===== config.mk =====
export PLATFORM = sky130hd
export DESIGN_NAME = command_frame_parser_responder_flat
export DESIGN_NICKNAME = d
export VERILOG_FILES = /design/src/rtl/cfpr_pkg.sv /design/src/rtl/cfpr_intf.sv /design/src/rtl/command_frame_parser_responder.sv /design/src/rtl/cfpr_front.sv /design/src/rtl/cfpr_queue.sv /design/src/rtl/cfpr_back.sv /design/src/flat_wrapper.sv
export SDC_FILE = /design/constraint.sdc
export NUM_CORES = 1
export LEC_CHECK = 0
export BUFFER_PORTS_ARGS = -buffer_cell sky130_fd_sc_hd__buf_4
export CAP_MARGIN = 20
export CORE_UTILIZATION = 63
export DETAILED_ROUTE_END_ITERATION = 8
export GPL_ROUTABILITY_DRIVEN = 0
export GPL_TIMING_DRIVEN = 0
export HOLD_SLACK_MARGIN = 0.05
export PLACE_DENSITY = 0.88
export SLEW_MARGIN = 20
export SYNTH_ARGS = -nofsm -noshare
export SYNTH_HDL_FRONTEND = slang
export SYNTH_HIERARCHICAL = 1
export SYNTH_SLANG_ARGS = --single-unit

===== constraint.sdc =====
create_clock -name clk_i -period 4.3 [get_ports clk_i]
set_input_delay 0.86 -clock clk_i [delete_from_list [all_inputs] [get_ports clk_i]]
set_output_delay 0.86 -clock clk_i [all_outputs]
set_load 0.01 [all_outputs]

===== src/rtl/cfpr_pkg.sv =====
// Shared types and constants of the command frame parser and responder.
`default_nettype none
package cfpr_pkg;

  localparam int unsigned MaxPayload = 32;
  localparam int unsigned QDepth     = 4;
  localparam int unsigned QPtrW      = $clog2(QDepth);
  localparam int unsigned QCntW      = $clog2(QDepth + 1);

  localparam logic [7:0] HdrByte    = 8'hAA;
  localparam logic [7:0] RspAck     = 8'hFE;
  localparam logic [7:0] RspNack    = 8'hFF;
  localparam logic [7:0] RspStatus  = 8'h10;
  localparam logic [7:0] Bright     = 8'd50;
  localparam logic [7:0] LenAck     = 8'h00;
  localparam logic [7:0] LenNack    = 8'h01;
  localparam logic [7:0] LenStatus  = 8'h02;

  localparam logic [7:0] CmdLed0On  = 8'h01;
  localparam logic [7:0] CmdLed0Off = 8'h02;
  localparam logic [7:0] CmdLed1On  = 8'h03;
  localparam logic [7:0] CmdLed1Off = 8'h04;
  localparam logic [7:0] CmdCheck   = 8'h05;

  localparam logic [3:0] AckLastIdx  = 4'd4;
  localparam logic [3:0] NackLastIdx = 4'd5;
  localparam logic [3:0] BothLastIdx = 4'd11;
  localparam logic [3:0] AckBytes    = 4'd5;

  typedef enum logic [1:0] {
    ERR_SUM    = 2'd1,
    ERR_LENGTH = 2'd2,
    ERR_CMD    = 2'd3
  } err_e;

  typedef enum logic [1:0] {
    RSP_ACK        = 2'd0,
    RSP_NACK       = 2'd1,
    RSP_ACK_STATUS = 2'd2
  } rsp_kind_e;

  typedef enum logic [5:0] {
    PH_HDR = 6'b000001,
    PH_CMD = 6'b000010,
    PH_SEQ = 6'b000100,
    PH_LEN = 6'b001000,
    PH_PAY = 6'b010000,
    PH_SUM = 6'b100000
  } phase_e;

  typedef struct packed {
    rsp_kind_e  kind;
    err_e       err;
    logic [7:0] seq;
    logic       led0;
    logic       led1;
  } rsp_t;

endpackage
`default_nettype wire


===== src/rtl/cfpr_intf.sv =====
// Valid/ready channel interfaces for received and transmitted bytes.
`default_nettype none
interface cfpr_rx_if;
  logic       valid;
  logic       ready;
  logic [7:0] rx_byte;
  modport source (output valid, output rx_byte, input ready);
  modport sink (input valid, input rx_byte, output ready);
endinterface

interface cfpr_tx_if;
  logic       valid;
  logic       ready;
  logic [7:0] tx_byte;
  logic       tx_last;
  logic       led0_on;
  logic       led1_on;
  modport source (output valid, output tx_byte, output tx_last, output led0_on,
                  output led1_on, input ready);
  modport sink (input valid, input tx_byte, input tx_last, input led0_on,
                input led1_on, output ready);
endinterface
`default_nettype wire


===== src/rtl/command_frame_parser_responder.sv =====
// Top level of the command frame parser and responder.
//
// Channels: rx takes one received byte per beat; tx gives one response byte
// per beat with tx_last on the final byte caused by one received byte, and
// the LED states as they stand after that byte.
// Frames are AA, command, sequence, length, payload, additive checksum.
// Responses are ACK (5 bytes), NACK (6 bytes) or ACK plus STATUS (12 bytes).
// The parser takes one byte every cycle while the response queue has room;
// the first response byte reaches tx through the queue write and then the
// output register. The serializer sends one byte per cycle while tx is
// ready, so sustained response output is then one beat per cycle.
// When tx stalls, the output register holds its beat, the serializer holds
// its position, and the 4-entry queue fills; rx ready drops only while the
// queue is full, and then every byte waits, also one that causes no response.
// Reset returns the parser to header search, turns both LEDs off and empties
// the queue and output register.
`default_nettype none
module command_frame_parser_responder (
  input  wire logic  clk_i,
  input  wire logic  rst_ni,
  cfpr_rx_if.sink    rx,
  cfpr_tx_if.source  tx
);

  logic           f_valid, f_ready;
  cfpr_pkg::rsp_t f_rsp;
  logic           b_valid, b_ready;
  cfpr_pkg::rsp_t b_rsp;

  cfpr_front u_front (
    .clk_i       (clk_i),
    .rst_ni      (rst_ni),
    .rx_valid_i  (rx.valid),
    .rx_ready_o  (rx.ready),
    .rx_byte_i   (rx.rx_byte),
    .rsp_valid_o (f_valid),
    .rsp_ready_i (f_ready),
    .rsp_o       (f_rsp)
  );

  cfpr_queue u_queue (
    .clk_i        (clk_i),
    .rst_ni       (rst_ni),
    .push_valid_i (f_valid),
    .push_ready_o (f_ready),
    .push_data_i  (f_rsp),
    .pop_valid_o  (b_valid),
    .pop_ready_i  (b_ready),
    .pop_data_o   (b_rsp)
  );

  cfpr_back u_back (
    .clk_i       (clk_i),
    .rst_ni      (rst_ni),
    .rsp_valid_i (b_valid),
    .rsp_ready_o (b_ready),
    .rsp_i       (b_rsp),
    .tx          (tx)
  );

endmodule
`default_nettype wire


===== src/rtl/cfpr_front.sv =====
// Frame parser: checks header, length and checksum and issues responses.
`default_nettype none
module cfpr_front (
  input  wire logic          clk_i,
  input  wire logic          rst_ni,
  input  wire logic          rx_valid_i,
  output logic               rx_ready_o,
  input  wire logic [7:0]    rx_byte_i,
  output logic               rsp_valid_o,
  input  wire logic          rsp_ready_i,
  output cfpr_pkg::rsp_t     rsp_o
);

  cfpr_pkg::phase_e phase_q, phase_d;
  logic [7:0] cmd_q, cmd_d;
  logic [7:0] seq_q, seq_d;
  logic [5:0] len_q, len_d;
  logic [5:0] cnt_q, cnt_d;
  logic [7:0] sum_q, sum_d;
  logic       led0_q, led0_d;
  logic       led1_q, led1_d;
  logic       accept;
  logic       gen;
  logic [5:0] cnt_inc;

  assign rx_ready_o  = rsp_ready_i;
  assign accept      = rx_valid_i && rsp_ready_i;
  assign rsp_valid_o = accept && gen;
  assign cnt_inc     = cnt_q + 6'd1;

  always_comb begin
    phase_d   = phase_q;
    cmd_d     = cmd_q;
    seq_d     = seq_q;
    len_d     = len_q;
    cnt_d     = cnt_q;
    sum_d     = sum_q;
    led0_d    = led0_q;
    led1_d    = led1_q;
    gen       = 1'b0;
    rsp_o.kind = cfpr_pkg::RSP_NACK;
    rsp_o.err  = cfpr_pkg::ERR_CMD;
    rsp_o.seq  = seq_q;
    unique case (phase_q)
      cfpr_pkg::PH_HDR: begin
        if (rx_byte_i == cfpr_pkg::HdrByte) begin
          phase_d = cfpr_pkg::PH_CMD;
          cnt_d   = '0;
        end
      end
      cfpr_pkg::PH_CMD: begin
        cmd_d   = rx_byte_i;
        sum_d   = rx_byte_i;
        cnt_d   = '0;
        phase_d = cfpr_pkg::PH_SEQ;
      end
      cfpr_pkg::PH_SEQ: begin
        seq_d   = rx_byte_i;
        sum_d   = sum_q + rx_byte_i;
        phase_d = cfpr_pkg::PH_LEN;
      end
      cfpr_pkg::PH_LEN: begin
        if (rx_byte_i > 8'(cfpr_pkg::MaxPayload)) begin
          gen       = 1'b1;
          rsp_o.err = cfpr_pkg::ERR_LENGTH;
          phase_d   = cfpr_pkg::PH_HDR;
        end else begin
          len_d   = rx_byte_i[5:0];
          cnt_d   = '0;
          sum_d   = sum_q + rx_byte_i;
          phase_d = (rx_byte_i == 8'd0) ? cfpr_pkg::PH_SUM : cfpr_pkg::PH_PAY;
        end
      end
      cfpr_pkg::PH_PAY: begin
        sum_d = sum_q + rx_byte_i;
        cnt_d = cnt_inc;
        if (cnt_inc >= len_q) begin
          phase_d = cfpr_pkg::PH_SUM;
        end
      end
      cfpr_pkg::PH_SUM: begin
        gen     = 1'b1;
        phase_d = cfpr_pkg::PH_HDR;
        if (sum_q != rx_byte_i) begin
          rsp_o.err = cfpr_pkg::ERR_SUM;
        end else begin
          unique case (cmd_q)
            cfpr_pkg::CmdLed0On: begin
              led0_d     = 1'b1;
              rsp_o.kind = cfpr_pkg::RSP_ACK_STATUS;
            end
            cfpr_pkg::CmdLed0Off: begin
              led0_d     = 1'b0;
              rsp_o.kind = cfpr_pkg::RSP_ACK;
            end
            cfpr_pkg::CmdLed1On: begin
              led1_d     = 1'b1;
              rsp_o.kind = cfpr_pkg::RSP_ACK;
            end
            cfpr_pkg::CmdLed1Off: begin
              led1_d     = 1'b0;
              rsp_o.kind = cfpr_pkg::RSP_ACK;
            end
            cfpr_pkg::CmdCheck: begin
              if (len_q != 6'd0) begin
                rsp_o.kind = cfpr_pkg::RSP_ACK;
              end else begin
                rsp_o.err = cfpr_pkg::ERR_LENGTH;
              end
            end
            default: begin
              rsp_o.err = cfpr_pkg::ERR_CMD;
            end
          endcase
        end
      end
      default: begin
        phase_d = cfpr_pkg::PH_HDR;
      end
    endcase
    rsp_o.led0 = led0_d;
    rsp_o.led1 = led1_d;
  end

  always_ff @(posedge clk_i or negedge rst_ni) begin
    if (!rst_ni) begin
      phase_q <= cfpr_pkg::PH_HDR;
      cmd_q   <= '0;
      seq_q   <= '0;
      len_q   <= '0;
      cnt_q   <= '0;
      sum_q   <= '0;
      led0_q  <= 1'b0;
      led1_q  <= 1'b0;
    end else if (accept) begin
      phase_q <= phase_d;
      cmd_q   <= cmd_d;
      seq_q   <= seq_d;
      len_q   <= len_d;
      cnt_q   <= cnt_d;
      sum_q   <= sum_d;
      led0_q  <= led0_d;
      led1_q  <= led1_d;
    end
  end

endmodule
`default_nettype wire


===== src/rtl/cfpr_queue.sv =====
// Short response queue between parser and frame serializer.
`default_nettype none
module cfpr_queue (
  input  wire logic           clk_i,
  input  wire logic           rst_ni,
  input  wire logic           push_valid_i,
  output logic                push_ready_o,
  input  wire cfpr_pkg::rsp_t push_data_i,
  output logic                pop_valid_o,
  input  wire logic           pop_ready_i,
  output cfpr_pkg::rsp_t      pop_data_o
);

  cfpr_pkg::rsp_t                 mem_q [cfpr_pkg::QDepth];
  logic [cfpr_pkg::QPtrW-1:0]     wr_q, rd_q;
  logic [cfpr_pkg::QCntW-1:0]     cnt_q;
  logic                           push, pop;

  assign push_ready_o = cnt_q != cfpr_pkg::QCntW'(cfpr_pkg::QDepth);
  assign pop_valid_o  = cnt_q != '0;
  assign pop_data_o   = mem_q[rd_q];
  assign push         = push_valid_i && push_ready_o;
  assign pop          = pop_valid_o && pop_ready_i;

  always_ff @(posedge clk_i) begin
    if (push) begin
      mem_q[wr_q] <= push_data_i;
    end
  end

  always_ff @(posedge clk_i or negedge rst_ni) begin
    if (!rst_ni) begin
      wr_q  <= '0;
      rd_q  <= '0;
      cnt_q <= '0;
    end else begin
      if (push) begin
        wr_q <= wr_q + 1'b1;
      end
      if (pop) begin
        rd_q <= rd_q + 1'b1;
      end
      priority if (push && !pop) begin
        cnt_q <= cnt_q + 1'b1;
      end else if (pop && !push) begin
        cnt_q <= cnt_q - 1'b1;
      end
    end
  end

endmodule
`default_nettype wire


===== src/rtl/cfpr_back.sv =====
// Frame serializer: turns queued responses into transmit beats.
`default_nettype none
module cfpr_back (
  input  wire logic           clk_i,
  input  wire logic           rst_ni,
  input  wire logic           rsp_valid_i,
  output logic                rsp_ready_o,
  input  wire cfpr_pkg::rsp_t rsp_i,
  cfpr_tx_if.source           tx
);

  logic [3:0] idx_q;
  logic [3:0] last_idx;
  logic [3:0] pos;
  logic       in_status;
  logic       is_last;
  logic       advance;
  logic       load;
  logic [7:0] byte_val;
  logic [7:0] err_byte;
  logic [7:0] led_byte;
  logic       valid_q;
  logic [7:0] byte_q;
  logic       last_q, led0_q, led1_q;

  assign err_byte = {6'd0, rsp_i.err};
  assign led_byte = {6'd0, rsp_i.led1, rsp_i.led0};
  assign advance  = !valid_q || tx.ready;
  assign load     = advance && rsp_valid_i;
  assign is_last  = idx_q == last_idx;
  assign rsp_ready_o = load && is_last;

  always_comb begin
    unique case (rsp_i.kind)
      cfpr_pkg::RSP_ACK:        last_idx = cfpr_pkg::AckLastIdx;
      cfpr_pkg::RSP_NACK:       last_idx = cfpr_pkg::NackLastIdx;
      cfpr_pkg::RSP_ACK_STATUS: last_idx = cfpr_pkg::BothLastIdx;
      default:                  last_idx = cfpr_pkg::AckLastIdx;
    endcase
    in_status = (rsp_i.kind == cfpr_pkg::RSP_ACK_STATUS) && (idx_q >= cfpr_pkg::AckBytes);
    pos       = in_status ? idx_q - cfpr_pkg::AckBytes : idx_q;
    byte_val  = cfpr_pkg::HdrByte;
    if (in_status) begin
      unique case (pos)
        4'd0:    byte_val = cfpr_pkg::HdrByte;
        4'd1:    byte_val = cfpr_pkg::RspStatus;
        4'd2:    byte_val = rsp_i.seq;
        4'd3:    byte_val = cfpr_pkg::LenStatus;
        4'd4:    byte_val = led_byte;
        4'd5:    byte_val = cfpr_pkg::Bright;
        default: byte_val = cfpr_pkg::RspStatus + rsp_i.seq + cfpr_pkg::LenStatus
                            + led_byte + cfpr_pkg::Bright;
      endcase
    end else if (rsp_i.kind == cfpr_pkg::RSP_NACK) begin
      unique case (pos)
        4'd0:    byte_val = cfpr_pkg::HdrByte;
        4'd1:    byte_val = cfpr_pkg::RspNack;
        4'd2:    byte_val = rsp_i.seq;
        4'd3:    byte_val = cfpr_pkg::LenNack;
        4'd4:    byte_val = err_byte;
        default: byte_val = cfpr_pkg::RspNack + rsp_i.seq + cfpr_pkg::LenNack + err_byte;
      endcase
    end else begin
      unique case (pos)
        4'd0:    byte_val = cfpr_pkg::HdrByte;
        4'd1:    byte_val = cfpr_pkg::RspAck;
        4'd2:    byte_val = rsp_i.seq;
        4'd3:    byte_val = cfpr_pkg::LenAck;
        default: byte_val = cfpr_pkg::RspAck + rsp_i.seq + cfpr_pkg::LenAck;
      endcase
    end
  end

  always_ff @(posedge clk_i or negedge rst_ni) begin
    if (!rst_ni) begin
      valid_q <= 1'b0;
      idx_q   <= '0;
    end else if (advance) begin
      valid_q <= rsp_valid_i;
      if (load) begin
        idx_q <= is_last ? 4'd0 : idx_q + 4'd1;
      end
    end
  end

  always_ff @(posedge clk_i) begin
    if (load) begin
      byte_q <= byte_val;
      last_q <= is_last;
      led0_q <= rsp_i.led0;
      led1_q <= rsp_i.led1;
    end
  end

  assign tx.valid   = valid_q;
  assign tx.tx_byte = byte_q;
  assign tx.tx_last = last_q;
  assign tx.led0_on = led0_q;
  assign tx.led1_on = led1_q;

endmodule
`default_nettype wire


===== src/flat_wrapper.sv =====
// flat-port wrapper written by rule: the top's interface ports become plain ports
module command_frame_parser_responder_flat 
  (clk_i, rst_ni, rx_valid, rx_rx_byte, rx_ready, tx_valid, tx_tx_byte, tx_tx_last, tx_led0_on, tx_led1_on, tx_ready);
  cfpr_rx_if rx_i ();
  cfpr_tx_if tx_i ();
  input  wire logic clk_i;
  input  wire logic rst_ni;
  input wire logic [$bits(rx_i.valid)-1:0] rx_valid;
  input wire logic [$bits(rx_i.rx_byte)-1:0] rx_rx_byte;
  output wire logic [$bits(rx_i.ready)-1:0] rx_ready;
  output wire logic [$bits(tx_i.valid)-1:0] tx_valid;
  output wire logic [$bits(tx_i.tx_byte)-1:0] tx_tx_byte;
  output wire logic [$bits(tx_i.tx_last)-1:0] tx_tx_last;
  output wire logic [$bits(tx_i.led0_on)-1:0] tx_led0_on;
  output wire logic [$bits(tx_i.led1_on)-1:0] tx_led1_on;
  input wire logic [$bits(tx_i.ready)-1:0] tx_ready;
  assign rx_i.valid = rx_valid;
  assign rx_i.rx_byte = rx_rx_byte;
  assign rx_ready = rx_i.ready;
  assign tx_valid = tx_i.valid;
  assign tx_tx_byte = tx_i.tx_byte;
  assign tx_tx_last = tx_i.tx_last;
  assign tx_led0_on = tx_i.led0_on;
  assign tx_led1_on = tx_i.led1_on;
  assign tx_i.ready = tx_ready;
  command_frame_parser_responder u_core (.clk_i(clk_i), .rst_ni(rst_ni), .rx(rx_i), .tx(tx_i));
endmodule

==> qor.yml <==
status: "finished, final reports clean"
finClkSkew_ns: 0.00828
crit_arrival_ns: 3.95
combPwrFrac_pct: 44.1
hold_viol_final: 0
drt_wl_total_mm: 16.4
power_leakage_uw: 0.00323
synth-seq-cells: 123
insertedDiodeCount: 0
cts_hold_buf: 0
path_clk_slew_ns: 0.06
fin_setup_tns_ns: 0
setup_viol: 0
slew_headroom_pct: 44.2
start_util_pct: 65.4
internal-power_uw: 3510
syn-num-nets: 677
htreeDepth: 4
ys_top_cells_by_count: "67 x edfxtp_1, 55 x dfrtp_1, 48 x nand2_1, 39 x nor2_1, 35 x o21ai_0"
cts_buffers: 17
cts_buffer_depth: 2
p_seq_share_pct: 30.7
mappedNetlistArea_um2: 7150
hp-class: "flop to flop"
max_cap_violations: 0
yosysWarnings: 6
switchingPower_uw: 2230
synthTopCellsByArea: "edfxtp_1 28%, dfrtp_1 19%, ha_1 5.3%"
total_power_uw: 5740
path_class: "flop to flop"
synth_edf_count: 67
synth_top_area_share_pct: 28.2
end_kind: "flop"
grt_max_degree: 57
fin_crit_sh_pct: 84.6
yosysTopAreaCell: "edfxtp_1"
vias: 5352
fillers: 700
irDropWorstVdd_mv: 0.587
max_clock_freq_mhz: 275
post-cts-setup-buffers: 0
powerDensity_nw_per_um2: 709
die_h_um: 109
nets: 719
rsz0062_at_grt: "no"
io-pin-count: 25
syn_to_final_growth_pct: 13.3
detailed_place_hpwl_mm: 11.1
routed_via_density: 6.48
firstDrtPassIters: 6
dr.first_iter.drc_count: 511
io_buffers: 23
rows: 38
required_ns: 4.61
netlist-cell-type-count: 80
ys_seq_area_share_pct: 47.8
antenna_found_initial: 0
synthCells: 631
clock-sinks: 123
yosysMostFrequentCell: "edfxtp_1"
drive_above_1_share_pct: 17.5
cts_resized: 0
grt_pass1_wl_mm: 26.8
synth.avg_cell_area_um2: 11.3
worstMarginPinSlew_ns: 0.828
die_area_um2: 11800
cts_tree: "built"
ant_nets: 0
drc: 0
post_drt_wl_per_cell_um: 19.8
async_flop_share_pct: 45.5
cts_root_buf: "clkbuf_16"
start_kind: "flop"
synth_flop_cell: "edfxtp_1"
cp_max_fo: 7
slew_viol_final: 0
grtUsageTotal_pct: 30.9
p_sw_share_pct: 38.9
grt_overflow: 0
clk_latency_ns: 0.43
layout_min_cycle_time_ns: 3.64
coreArea_um2: 10900
grt_pass1_vias: 5389
die_w_um: 109
clkPwrFrac_pct: 25.2
power by group through the flow:
stage | Combinational [µW] | Sequential, µW | Clock [µW]
2_1_floorplan | 1810 | 1750 | 0
3_3_place_gp | 2320 | 1760 | 0
3_5_place_dp | 2420 | 1780 | 0
4_1_cts | 2460 | 1760 | 1460
5_1_grt | 2750 | 1800 | 1510
6_report | 2530 | 1760 | 1450
routing by layer:
layer	GRT usage, %	wire length [µm]
met5	0	0
met4	14.7	537
met1	38.5	6660
met3	6.57	1100
met2	51.3	8090
stage by stage:
step / hold slack, ns / setup slack [ns] / utilization (%) / instances / cell area (µm²)
2_1_floorplan: 0.451 / 1.11 / - / 631 / 7150
3_3_place_gp: 0.471 / 0.736 / 68.5 / 794 / 7490
3_5_place_dp: 0.478 / 0.690 / 68.5 / 794 / 7490
4_1_cts: 0.489 / 0.658 / 74.0 / 826 / 8100
5_1_grt: 0.536 / 0.499 / 74.0 / 826 / 8100
6_report: 0.482 / 0.662 / 74.0 / 826 / 8100
layout by cell type, fill, tap and decap left out, types with 4 or more instances in the layout:
cell type | synthesis | routed
a211oi_1 | 7 | 7
nor3_1 | 22 | 22
buf_2 | 9 | 9
nor2b_1 | 6 | 6
a21o_1 | 7 | 7
mux2i_1 | 6 | 6
nand2b_1 | 14 | 14
and2_1 | 10 | 10
fa_1 | 4 | 4
nor3b_1 | 6 | 6
a31oi_1 | 7 | 7
mux2_2 | 25 | 25
o21a_1 | 5 | 5
o31ai_1 | 6 | 6
o211ai_1 | 7 | 7
clkinv_4 | 0 | 4
clkinvlp_4 | 0 | 4
buf_4 | 3 | 26
nand4_1 | 4 | 4
a21oi_1 | 26 | 26
clkbuf_1 | 12 | 13
nand3_1 | 16 | 16
edfxtp_1 | 67 | 67
inv_1 | 31 | 31
nand3b_1 | 4 | 4
dfrtp_1 | 55 | 55
o21ai_0 | 35 | 35
nor2_1 | 39 | 39
mux4_1 | 6 | 6
clkbuf_16 | 0 | 17
a211o_1 | 5 | 5
nand2_1 | 48 | 48
and3_1 | 4 | 4
o21ai_1 | 4 | 4
ha_1 | 30 | 30
mux4_2 | 8 | 8
xnor2_1 | 11 | 11
o2bb2ai_1 | 6 | 6
xor2_1 | 11 | 11
state kept, by name, indices dropped and copies added (netlist names), 2 cells and up:
register	count
u_core/u_queue/rd_q	2
u_core/u_back/tx.tx_byte	8
u_core/u_queue/cnt_q	3
u_core/u_front/seq_q	8
u_core/u_front/cmd_q	8
u_core/u_queue/mem_q	56
u_core/u_front/sum_q	8
u_core/u_queue/wr_q	2
u_core/u_back/idx_q	4
u_core/u_front/cnt_q	6
u_core/u_front/len_q	6
u_core/u_front/phase_q	6
area by class of cell:
cell class,instances,area [µm²],area share (%)
flip-flops and latches,123,3410,42.2
clock buffers,18,429,5.30
repair buffers,23,173,2.13
multi-input cells,449,3460,42.7
inverters,31,116,1.44
clock inverters,14,173,2.13
well taps,140,175,2.16
plain buffers,28,159,1.96
worst max-delay path, cell delays in order, from the launching register on:
cell,delay [ns]
dfrtp_1,0.34
buf_6,0.16
mux4_1,0.65
ha_1,0.24
or3_1,0.35
a21oi_1,0.42
and2_1,0.27
nand2_1,0.12
ha_1,0.22
inv_1,0.07
fa_1,0.42
mux2_2,0.27
cells by family (layout without fill, tap and decap cells):
logic type / Yosys count / in the layout / share of synthesized area (%)
and+or+nand+nor: 202 / 202 / 15.3
DFF: 123 / 123 / 47.8
muxes: 46 / 46 / 9.72
adders and majority gates: 34 / 34 / 6.37
AOI/OAI and AO/OA: 145 / 145 / 14.3
buffers and inverters: 59 / 114 / 3.85
xor gates and xnor gates: 22 / 22 / 2.70
final timing paths:
check	start	depth (start not counted)	end	slack, ns
worst max-delay path	u_core/u_queue/rd_q[0]$_DFFE_PN0P_	11	u_core/u_queue/cnt_q[1]$_DFFE_PN0P_	0.66
worst min-delay path	u_core/u_front/sum_q[3]$_DFFE_PN0P_	2	u_core/u_front/sum_q[3]$_DFFE_PN0P_	0.48
worst max register to register	u_core/u_queue/rd_q[0]$_DFFE_PN0P_	11	u_core/u_queue/cnt_q[1]$_DFFE_PN0P_	0.66
worst min register to register	u_core/u_front/sum_q[3]$_DFFE_PN0P_	2	u_core/u_front/sum_q[3]$_DFFE_PN0P_	0.48
max in group asynchronous	rst_ni	1	u_core/u_front/sum_q[3]$_DFFE_PN0P_	3.30
min in group asynchronous	rst_ni	1	u_core/u_front/cnt_q[1]$_DFFE_PN0P_	0.50
Note: power is estimated with default switching activity, not from simulation.
